$ cat src/mchf_pkg.sv
// ============================================================================
// Multicast CRC hash filter package
// Shared constants, command codes and control structs for the filter table.
// ============================================================================
`default_nettype none

package mchf_pkg;

   localparam int ADDR_BYTES = 6;
   localparam int ADDR_BITS  = 8 * ADDR_BYTES;
   localparam int CRC_BITS   = 32;
   localparam int CNT_BITS   = $clog2(ADDR_BITS);
   localparam int SEL_BITS   = 5;

   localparam logic [CRC_BITS-1:0] CRC_POLY = 32'hEDB8_8320;
   localparam logic [CRC_BITS-1:0] CRC_INIT = 32'hFFFF_FFFF;

   // Operation codes carried in the func field of a request.
   localparam logic FUNC_ADD   = 1'b0;
   localparam logic FUNC_CLEAR = 1'b1;

   // Commands from the sequencer to the serial CRC unit.
   typedef struct packed {
      logic load;
   } crc_ctrl_type;

   // Status from the serial CRC unit back to the sequencer.
   typedef struct packed {
      logic running;
      logic done;
   } crc_stat_type;

   // Commands from the sequencer to the filter table.
   typedef struct packed {
      logic                clear;
      logic                set;
      logic                word_sel;
      logic [SEL_BITS-1:0] bit_sel;
   } tbl_cmd_type;

   // Bit reversal of a CRC word; pure wiring.
   function automatic logic [CRC_BITS-1:0] reverse_crc(input logic [CRC_BITS-1:0] v);
      logic [CRC_BITS-1:0] r;
      for (int i = 0; i < CRC_BITS; i++) begin
         r[CRC_BITS-1-i] = v[i];
      end
      return r;
   endfunction

endpackage

`default_nettype wire

$ cat src/multicast_crc_hash_filter_table.sv
// ============================================================================
// Multicast CRC hash filter table
// Top level: request sequencer, bit-serial CRC-32 unit and 64-bit filter.
// ============================================================================
//
// Usage
//   A request is taken on the rising edge where start is high and busy is
//   low. req_func selects an add (hash req_addr into the filter) or a
//   clear (zero both filter words; the address is ignored).
//   Every request gives exactly one response: rsp_valid is high for one
//   cycle and the rsp_ ports carry the hash, the selected word and bit, and
//   both filter words as they stand after the operation. The receiver
//   cannot stall; the response is gone after that one cycle.
// Timing
//   An add shifts the 48 address bits through the serial CRC register one
//   bit per cycle; hash and table bit are registered once the CRC unit
//   reports done, and the response follows. A clear is taken at the next
//   edge. busy is high from the request edge of an add until the response
//   cycle; a new request may be issued in the response cycle, so adds run
//   back to back and clears every cycle.
// Reset
//   Synchronous reset zeroes both filter words and returns the sequencer
//   to idle; no response is pending afterwards.
//
`default_nettype none

module multicast_crc_hash_filter_table (
   input  wire logic                                 clock,
   input  wire logic                                 reset,
   input  wire logic                                 start,
   output      logic                                 busy,
   input  wire logic                                 req_func,
   input  wire logic [mchf_pkg::ADDR_BITS-1:0]       req_addr,
   output      logic                                 rsp_valid,
   output      logic [mchf_pkg::CRC_BITS-1:0]        rsp_hash,
   output      logic                                 rsp_word_select,
   output      logic [mchf_pkg::SEL_BITS-1:0]        rsp_bit_select,
   output      logic [mchf_pkg::CRC_BITS-1:0]        rsp_table_low,
   output      logic [mchf_pkg::CRC_BITS-1:0]        rsp_table_high
);

   // Sequencer states.
   localparam logic [1:0] ST_IDLE = 2'd0;
   localparam logic [1:0] ST_RUN  = 2'd1;
   localparam logic [1:0] ST_RESP = 2'd2;

   logic [1:0]                    state_ff, state_in;
   logic [mchf_pkg::CRC_BITS-1:0] hash_ff, hash_in;
   logic                          accept;
   logic [mchf_pkg::CRC_BITS-1:0] crc;
   logic [mchf_pkg::CRC_BITS-1:0] crc_rev;
   mchf_pkg::crc_ctrl_type        crc_ctrl;
   mchf_pkg::crc_stat_type        crc_stat;
   mchf_pkg::tbl_cmd_type         tbl_cmd;

   assign busy   = (state_ff == ST_RUN);
   assign accept = start && !busy;

   assign crc_rev = mchf_pkg::reverse_crc(crc);

   // An add loads the CRC unit; the table bit is set and the hash captured on
   // the cycle the CRC unit reports done. A clear zeroes the table and hash.
   always_comb begin
      state_in         = state_ff;
      hash_in          = hash_ff;
      crc_ctrl.load    = 1'b0;
      tbl_cmd.clear    = 1'b0;
      tbl_cmd.set      = 1'b0;
      tbl_cmd.word_sel = crc_rev[31];
      tbl_cmd.bit_sel  = crc_rev[30:26];
      unique case (state_ff)
         ST_IDLE, ST_RESP: begin
            state_in = ST_IDLE;
            if (accept) begin
               if (req_func == mchf_pkg::FUNC_CLEAR) begin
                  tbl_cmd.clear = 1'b1;
                  hash_in       = '0;
                  state_in      = ST_RESP;
               end else begin
                  crc_ctrl.load = 1'b1;
                  state_in      = ST_RUN;
               end
            end
         end
         ST_RUN: begin
            if (crc_stat.done) begin
               tbl_cmd.set = 1'b1;
               hash_in     = crc_rev;
               state_in    = ST_RESP;
            end
         end
         default: begin
            state_in = ST_IDLE;
         end
      endcase
   end

   always_ff @(posedge clock) begin
      hash_ff <= hash_in;
      if (reset) begin
         state_ff <= ST_IDLE;
      end else begin
         state_ff <= state_in;
      end
   end

   mchf_crc_serial u_crc (
      .clock    (clock),
      .reset    (reset),
      .ctrl     (crc_ctrl),
      .addr     (req_addr),
      .stat     (crc_stat),
      .crc      (crc)
   );

   mchf_table u_table (
      .clock      (clock),
      .reset      (reset),
      .cmd        (tbl_cmd),
      .table_low  (rsp_table_low),
      .table_high (rsp_table_high)
   );

   assign rsp_valid       = (state_ff == ST_RESP);
   assign rsp_hash        = hash_ff;
   assign rsp_word_select = hash_ff[31];
   assign rsp_bit_select  = hash_ff[30:26];

   // While the sequencer waits, the CRC unit must be shifting or reporting done.
   a_run_matches_crc: assert property (@(posedge clock) disable iff (reset)
      (state_ff == ST_RUN) |-> (crc_stat.running || crc_stat.done))
      else $error("sequencer waits while the CRC unit is idle");

   // An accepted add keeps the block busy on the following cycle.
   a_add_goes_busy: assert property (@(posedge clock) disable iff (reset)
      (accept && req_func == mchf_pkg::FUNC_ADD) |=> busy)
      else $error("add request did not start the CRC");

   // A clear responds on the next cycle with an empty table and zero hash.
   a_clear_response: assert property (@(posedge clock) disable iff (reset)
      (accept && req_func == mchf_pkg::FUNC_CLEAR) |=>
      (rsp_valid && rsp_table_low == '0 && rsp_table_high == '0 && rsp_hash == '0))
      else $error("clear response wrong");

   // A response lasts one cycle unless a clear follows right away.
   a_single_response: assert property (@(posedge clock) disable iff (reset)
      (rsp_valid && !start) |=> !rsp_valid)
      else $error("response repeated");

endmodule

`default_nettype wire

$ cat src/mchf_crc_serial.sv
// ============================================================================
// Bit-serial CRC-32 unit
// Shifts the address in one bit per cycle, least significant bit of each
// byte first, and folds it into a reflected CRC-32 register.
// ============================================================================
`default_nettype none

module mchf_crc_serial (
   input  wire logic                               clock,
   input  wire logic                               reset,
   input  wire mchf_pkg::crc_ctrl_type             ctrl,
   input  wire logic [mchf_pkg::ADDR_BITS-1:0]     addr,
   output      mchf_pkg::crc_stat_type             stat,
   output      logic [mchf_pkg::CRC_BITS-1:0]      crc
);

   logic [mchf_pkg::ADDR_BITS-1:0] shift_ff, shift_in;
   logic [mchf_pkg::ADDR_BITS-1:0] load_bits;
   logic [mchf_pkg::CRC_BITS-1:0]  crc_ff, crc_in;
   logic [mchf_pkg::CNT_BITS-1:0]  cnt_ff, cnt_in;
   logic                           running_ff, running_in;
   logic                           done_ff, done_in;
   logic                           feedback;

   // Put the bytes in transmit order so that bit 0 of the shift register
   // always holds the next bit to go into the CRC.
   always_comb begin
      for (int b = 0; b < mchf_pkg::ADDR_BYTES; b++) begin
         for (int k = 0; k < 8; k++) begin
            load_bits[b*8 + k] = addr[8*(mchf_pkg::ADDR_BYTES-1-b) + k];
         end
      end
   end

   assign feedback = crc_ff[0] ^ shift_ff[0];

   always_comb begin
      shift_in   = shift_ff;
      crc_in     = crc_ff;
      cnt_in     = cnt_ff;
      running_in = running_ff;
      done_in    = 1'b0;
      if (ctrl.load) begin
         shift_in   = load_bits;
         crc_in     = mchf_pkg::CRC_INIT;
         cnt_in     = '0;
         running_in = 1'b1;
      end else if (running_ff) begin
         shift_in = {1'b0, shift_ff[mchf_pkg::ADDR_BITS-1:1]};
         crc_in   = {1'b0, crc_ff[mchf_pkg::CRC_BITS-1:1]}
                    ^ (feedback ? mchf_pkg::CRC_POLY : '0);
         cnt_in   = cnt_ff + 1'b1;
         if (cnt_ff == mchf_pkg::CNT_BITS'(mchf_pkg::ADDR_BITS - 1)) begin
            running_in = 1'b0;
            done_in    = 1'b1;
         end
      end
   end

   always_ff @(posedge clock) begin
      shift_ff <= shift_in;
      crc_ff   <= crc_in;
      if (reset) begin
         cnt_ff     <= '0;
         running_ff <= 1'b0;
         done_ff    <= 1'b0;
      end else begin
         cnt_ff     <= cnt_in;
         running_ff <= running_in;
         done_ff    <= done_in;
      end
   end

   assign stat.running = running_ff;
   assign stat.done    = done_ff;
   assign crc          = crc_ff;

endmodule

`default_nettype wire

$ cat src/mchf_table.sv
// ============================================================================
// Multicast filter table
// Two 32-bit filter words; sets one bit on an add, zeroes both on a clear.
// ============================================================================
`default_nettype none

module mchf_table (
   input  wire logic                          clock,
   input  wire logic                          reset,
   input  wire mchf_pkg::tbl_cmd_type         cmd,
   output      logic [mchf_pkg::CRC_BITS-1:0] table_low,
   output      logic [mchf_pkg::CRC_BITS-1:0] table_high
);

   logic [mchf_pkg::CRC_BITS-1:0] word_ff [2];
   logic [mchf_pkg::CRC_BITS-1:0] word_in [2];

   always_comb begin
      word_in[0] = word_ff[0];
      word_in[1] = word_ff[1];
      if (cmd.clear) begin
         word_in[0] = '0;
         word_in[1] = '0;
      end else if (cmd.set) begin
         word_in[cmd.word_sel] = word_ff[cmd.word_sel]
                                 | (mchf_pkg::CRC_BITS'(1) << cmd.bit_sel);
      end
   end

   always_ff @(posedge clock) begin
      if (reset) begin
         word_ff[0] <= '0;
         word_ff[1] <= '0;
      end else begin
         word_ff[0] <= word_in[0];
         word_ff[1] <= word_in[1];
      end
   end

   assign table_low  = word_ff[0];
   assign table_high = word_ff[1];

endmodule

`default_nettype wire

$ cat config.mk
export PLATFORM = sky130hd
export DESIGN_NAME = multicast_crc_hash_filter_table
export DESIGN_NICKNAME = d
export VERILOG_FILES = /design/src/mchf_pkg.sv /design/src/multicast_crc_hash_filter_table.sv /design/src/mchf_crc_serial.sv /design/src/mchf_table.sv
export SDC_FILE = /design/constraint.sdc
export NUM_CORES = 1
export LEC_CHECK = 0
export BUFFER_PORTS_ARGS = -buffer_cell sky130_fd_sc_hd__buf_2
export CAP_MARGIN = 20
export CORE_MARGIN = 2
export CORE_UTILIZATION = 62
export CTS_BUF_LIST = sky130_fd_sc_hd__clkbuf_2 sky130_fd_sc_hd__clkbuf_4 sky130_fd_sc_hd__clkbuf_8
export CTS_CLUSTER_DIAMETER = 120
export DETAILED_ROUTE_END_ITERATION = 6
export PLACE_DENSITY = 0.88
export SYNTH_ARGS = -nofsm -noshare
export SYNTH_HDL_FRONTEND = slang
export SYNTH_SLANG_ARGS = --single-unit
$ cat constraint.sdc
create_clock -name clock -period 7.6 [get_ports clock]
set_clock_uncertainty 0.05 [all_clocks]
set_input_delay 1.9 -clock clock [delete_from_list [all_inputs] [get_ports clock]]
set_output_delay 1.9 -clock clock [all_outputs]
set_load 0.01 [all_outputs]
[Word level (Yosys, flattened, before mapping)]
Memory sizes are Yosys's and may differ from the RTL's. A register that Yosys moved wholly into a read port is not among the register bits.
Index checks and enable logic that the tools add are counted.
Storage, ports and cells
  bits in registers: 122
  bits in writable memories: 64
  input bits: 52
  memories: 1
Cells by class
  $add $sub $neg: 1
  $lt $le $gt $ge: 2
  eq/ne operators: 6
  shift operators: 1
  multiplexer cells: 35
  bitwise gates (word level): 7
  reductions and logical operators: 10
Memories
  u_table.word_ff: words 2, bits a word 32, read ports 3, clocked after memory_dff 1, write ports 2, line mchf_table.sv:15  | logic [mchf_pkg::CRC_BITS-1:0] word_ff [2];
Operator list (count)
  2-to-1 mux 32 bit: 7
  2-to-1 mux 64 bit: 2
  2-to-1 mux 48 bit: 2
  bitwise mux 64 bit: 1
  one-hot mux 32 bit (2 select lines): 1
  demux 32 bit (select 1 bit): 1
  bitwise OR 32 bit: 1
  left shift 1 x 5 -> 32 bit, first input constant: 1
  bitwise XOR 31 x 32 -> 32 bit: 1
  2-to-1 mux 1 bit: 17
  adder 6 x 1 -> 6 bit, second input constant: 1
  equality test 6 bit, second input constant: 1
  2-to-1 mux 2 bit: 3
  != test 2 bit, second input constant: 2
  one-hot mux 2 bit (2 select lines): 1
  AND reduction 4 bit: 1
  nonzero test 2 bit: 2
  OR reduction 2 bit: 2
  OR reduction 3 bit: 1
  equality test 2 x 1 -> 1 bit, second input constant: 1
  equality test 2 bit, second input constant: 1
  greater-or-equal comparator 2 bit, second input constant: 1
  logical AND 1 bit: 2
  zero test 2 bit: 1
  other kinds (7): 8

[Depth between registers and ports, before layout]
  depth after elaboration: 9
  gate-level depth with buffers: 6
  depth with buffers taken out: 4

[Cells and area by module]
From an unflattened synthesis, not the netlist that was laid out.
Unflattened totals
  cell total of the unflattened synthesis: 578
  area, all modules: 7163.1 um2
By module, submodules not included
  mchf_crc_serial: times used 1, cells each 262, area an instance 3570.9 um2, seq. area each 2242.2 um2
  mchf_table: times used 1, cells each 230, area an instance 2218.4 um2, seq. area each 1281.2 um2
  multicast_crc_hash_filter_table: times used 1, cells each 86, area an instance 1373.8 um2, seq. area each 1001.0 um2

[Worst setup path before layout]
Ideal clock, no wire load.
  path kind: input -> register
  start point: in req_func
  end point: reg u_crc.shift_ff[0] (netlist bit), enable pin
  arrival: 3626 ps
  setup slack: 3517 ps
  stages: 4
  path buffers: 2
  cells stage by stage: or3b_1 -> buf_2 -> clkbuf_1 -> nand2_1
Between the ends
  cells in the longest elaborated chain, start to end: 4
RTL lines
  start, declared: line multicast_crc_hash_filter_table.sv:32  | input wire logic req_func,
  2-to-1 mux 1 bit: line multicast_crc_hash_filter_table.sv:75  | if (req_func == mchf_pkg::FUNC_CLEAR) begin
  2-to-1 mux 1 bit: line multicast_crc_hash_filter_table.sv:74  | if (accept) begin
  2-to-1 mux 1 bit: line multicast_crc_hash_filter_table.sv:71  | unique case (state_ff)
  nonzero test 2 bit (no line)
  end signal, assigned: line mchf_crc_serial.sv:61  | shift_ff <= shift_in;
  end, declared: line mchf_crc_serial.sv:17  | logic [mchf_pkg::ADDR_BITS-1:0] shift_ff, shift_in;
Every way passes these cells.
A chain may end at the register's enable or synchronous reset.

[Worst setup path in the final report]
  start point: reg state_ff[0]
  end point: out busy
Between the ends
  cells in the longest elaborated chain, start to end: 1
RTL lines
  start, declared: line multicast_crc_hash_filter_table.sv:47  | logic [1:0] state_ff, state_in;
  start signal, assigned: line multicast_crc_hash_filter_table.sv:103  | state_ff <= state_in;
  equality test 2 x 1 -> 1 bit: line multicast_crc_hash_filter_table.sv:56  | assign busy = (state_ff == ST_RUN);
  end, declared: line multicast_crc_hash_filter_table.sv:31  | output logic busy,
Every way passes these cells.

==> run_results.csv <==
group,metric,value,unit
sta,final.setup.worst_slack,3.97,ns
worst_setup_path,cell_by_cell_listing_of_the_critical_path,"nor2b_1 -> buf_4 -> buf_2",
routing,detailroute.via_count,6847,
yosys,postSynthAreaPerCell,9.87,µm²
place,preCtsSetupSlack,3.41,ns
routing,ant_nets,0,
place,buffer_ports.inserted,155,
min_path,min-delay-path-class,"register to register",
yosys,synth.lib_cells_used.distinct,41,
worst_setup_path,worstSetupPathType,"register to primary output",
clock_network,cts.reportedPaths.clkPinSlew,0.09,ns
routing,first_iter_violations,819,
run,cap_violations,0,
worst_setup_path,crit_path_end_kind,"primary output",
global_routing,globalRoute.totalOverflow,0,
clock_network,cts.htree.levels,4,
pwr,leakage,3.93,nW
worst_setup_path,critPathArrivalTime,1.68,ns
clock_network,post_cts.repair.setup_buffers,0,
routing,route.detailed.wl_per_inst,16.0,µm
global_routing,grt.total_usage,25.3,%
sta,hold_viol_final,0,
clock_network,tritoncts.num_buffers,17,
die,io-pin-count,156,
layout,antenna_cells_inserted,0,
worst_setup_path,cp_slowest_cell,"dfxtp_1",
yosys,synth_ff_type,"dfxtp_1",
clock_network,clock_sinks,187,
sta,rsz0062_at_grt,"no",
yosys,yosysSeqAreaShare,52.9,%
yosys,syn_area,8600,µm²
yosys,netlist.area_leader.share,27.9,%
yosys,ys_async_sr_fraction,0,%
routing,viasPerCell,5.91,
clock_network,cts_max_path_buffers,2,
layout,flow.area_growth_from_synthesis,11.8,%
sta,final_period_minus_worst_setup_slack,3.63,ns
clock_network,clk_latency,0.44,ns
clock_network,postCtsHoldBufs,0,
global_routing,grt_pass1_wl,30000,µm
place,postPlaceCellArea,9180,µm²
die,placeableCoreArea,13700,µm²
sta,worst_pin_slew,1.04,ns
routing,drcViolationCount,0,
sta,fin_setup_tns,0,ns
yosys,synthesis.instances,871,
layout,layout.nets,1019,
outcome,status,"complete, no violations",
place,dp_hpwl,11700,µm
global_routing,pin_count_of_the_biggest_net_entering_global_routing,97,
routing,route.final.wire_length,18600,µm
die,die-width,122,µm
layout,final_cell_area,9610,µm²
sta,finalSetupViolations,0,
clock_network,cts.repair.resized,0,
pwr,vdd_drop_max,0.155,mV
yosys,largest_area_contributor_in_the_netlist,"edfxtp_1",
routing,firstDrtPassIters,5,
worst_setup_path,worst_ep_required_time,5.65,ns
pwr,p_total,0.00205,W
yosys,yosys-top-cells-area,"edfxtp_1, dfxtp_1, nand2_1",
global_routing,number_of_global_route_vias_before_repair,6074,
sta,max_transition_viols_final,0,
die,die_height,122,µm
die,die_area,14800,µm²
yosys,postSynthNetCount,924,
clock_network,ctsRootBufferMaster,"clkbuf_8",
worst_setup_path,crit_path_max_fanout,35,
layout,final.fill_count,1031,
place,gpl.final_weighted_congestion,0.722,
sta,fmax,0.276,GHz
yosys,synthesis.yosys.warnings,0,
layout,multi_input_comb_area,3550,µm²
yosys,synth-seq-cells,187,
sta,whs,0.451,ns
sta,slew_headroom,30.6,%
sta,fin_crit_sh,47.7,%
die,fp-row-count,43,
yosys,post_synth_edffs,80,
clock_network,tritoncts,"yes",
die,initial_core_utilization,62.7,%
worst_setup_path,worst_path_largest_cell_delay,0.55,ns
pwr,power_density,213,nW/µm²
global_routing,number_of_antenna_violations_at_the_first_check_in_global_routing,0,
worst_setup_path,timing.critical_path.from_type,"register",
worst_setup_path,regToRegSetupSlack,5.00,ns
layout,fraction_of_final_layout_cells_with_drive_strength_greater_than_1,23.3,%
layout,register_area,4550,µm²
-- cell usage after synthesis (14+ instances only) --
cell	instances
clkbuf_1	31
nor4_1	47
nand2_1	165
mux2i_1	19
dfxtp_1	107
nand2b_1	35
buf_4	14
a2111oi_0	32
a211oi_1	64
nor2_1	71
a21oi_1	49
xor2_1	16
and2_1	34
buf_2	30
o21ai_0	15
edfxtp_1	80
nor4_2	17
-- area by class of cell --
class	instances	share of cell area, %
sequential	187	47.3
timing repair buffer	166	9.06
clock inverter	5	0.573
inverter	2	0.0781
tap	180	2.34
multi-input combinational	592	37.0
clock buffer	27	3.67
-- layout by cell type (no fill, tap or decap), drive strengths merged --
| master | Yosys | layout |
|---|---|---|
| nand3b | 1 | 1 |
| and2 | 34 | 34 |
| and2b | 3 | 3 |
| nand4bb | 1 | 1 |
| inv | 2 | 3 |
| and3 | 1 | 1 |
| bufinv | 0 | 1 |
| mux2i | 19 | 19 |
| dfxtp | 107 | 107 |
| a211oi | 64 | 64 |
| a21oi | 49 | 49 |
| or3 | 1 | 1 |
| clkbuf | 34 | 27 |
| nor2b | 1 | 1 |
| a2111oi | 32 | 32 |
| clkinv | 0 | 3 |
| ha | 1 | 1 |
| nor3b | 4 | 4 |
| xor2 | 16 | 16 |
| or3b | 1 | 1 |
| nor3 | 2 | 2 |
| nand4b | 2 | 2 |
| buf | 56 | 166 |
| nor4bb | 1 | 1 |
| edfxtp | 80 | 80 |
| nor2 | 71 | 71 |
| xnor2 | 2 | 2 |
| nor4 | 64 | 64 |
| nand2 | 165 | 165 |
| and4b | 1 | 1 |
| a211o | 1 | 1 |
| o21ai | 15 | 15 |
| and3b | 3 | 3 |
| nand2b | 35 | 35 |
| nand4 | 2 | 2 |
-- worst max-delay path: cells and delay by family (launching register included) --
family | cells | cell delay (ns)
and+or+nand+nor | 1 | 0.18
buffers and inverters | 2 | 0.49
DFF | 1 | 0.55
-- power by group --
group          leakage, nW  internal (W)  switching [W]  total (W)
sequential            1.64       0.00112      0.0000416    0.00116
clock                0.217      0.000333       0.000334   0.000666
combinational         2.08     0.0000793       0.000137   0.000217
total                 3.93       0.00153       0.000513    0.00205
-- cell families (layout without fill, tap and decap cells) --
| family | after synthesis | in the layout | synth area share [%] |
|---|---|---|---|
| muxes | 19 | 19 | 2.21 |
| xor gates and xnor gates | 18 | 18 | 1.92 |
| DFF | 187 | 187 | 52.9 |
| buffers and inverters | 92 | 200 | 6.16 |
| and+or+nand+nor | 393 | 393 | 24.0 |
| adders and majority gates | 1 | 1 | 0.146 |
| AOI/OAI and AO/OA | 161 | 161 | 12.7 |
-- metal layers --
layer,vias to the layer above,track usage [%],wire length [µm]
met5,-,0,0
met3,19,6.04,1480
met1,3227,35.4,8030
met4,0,7.90,227
met2,295,39.1,8830
li1,3306,-,-
-- sequential cells by signal, summed over array words and instances, names as in the netlist, named ones only --
signal / flops
u_crc.done_ff: 1
u_crc.cnt_ff: 6
rsp_hash: 32
u_crc.running_ff: 1
u_crc.shift_ff: 48
u_crc.crc: 32
state_ff: 2
u_table.word_ff: 64
-- through the flow --
| step | instances | utilization, % |
|---|---|---|
| 6_report | 1159 | 70.0 |
| 5_1_grt | 1159 | 70.0 |
| 4_1_cts | 1158 | 69.9 |
| 3_5_place_dp | 1126 | 66.9 |
| 2_1_floorplan | 871 | - |
| 3_3_place_gp | 1126 | 66.9 |
-- final timing paths --
| check | to | startpoint | cells past startpoint |
|---|---|---|---|
| max | busy | state_ff[0] | 3 |
| min | u_table.word_ff[1][6] | u_table.word_ff[1][6] | 2 |
| max reg2reg | u_table.word_ff[1][23] | u_crc.crc[0] | 3 |
| min reg2reg | u_table.word_ff[1][6] | u_table.word_ff[1][6] | 2 |
Note: power is estimated with default switching activity, not from simulation.
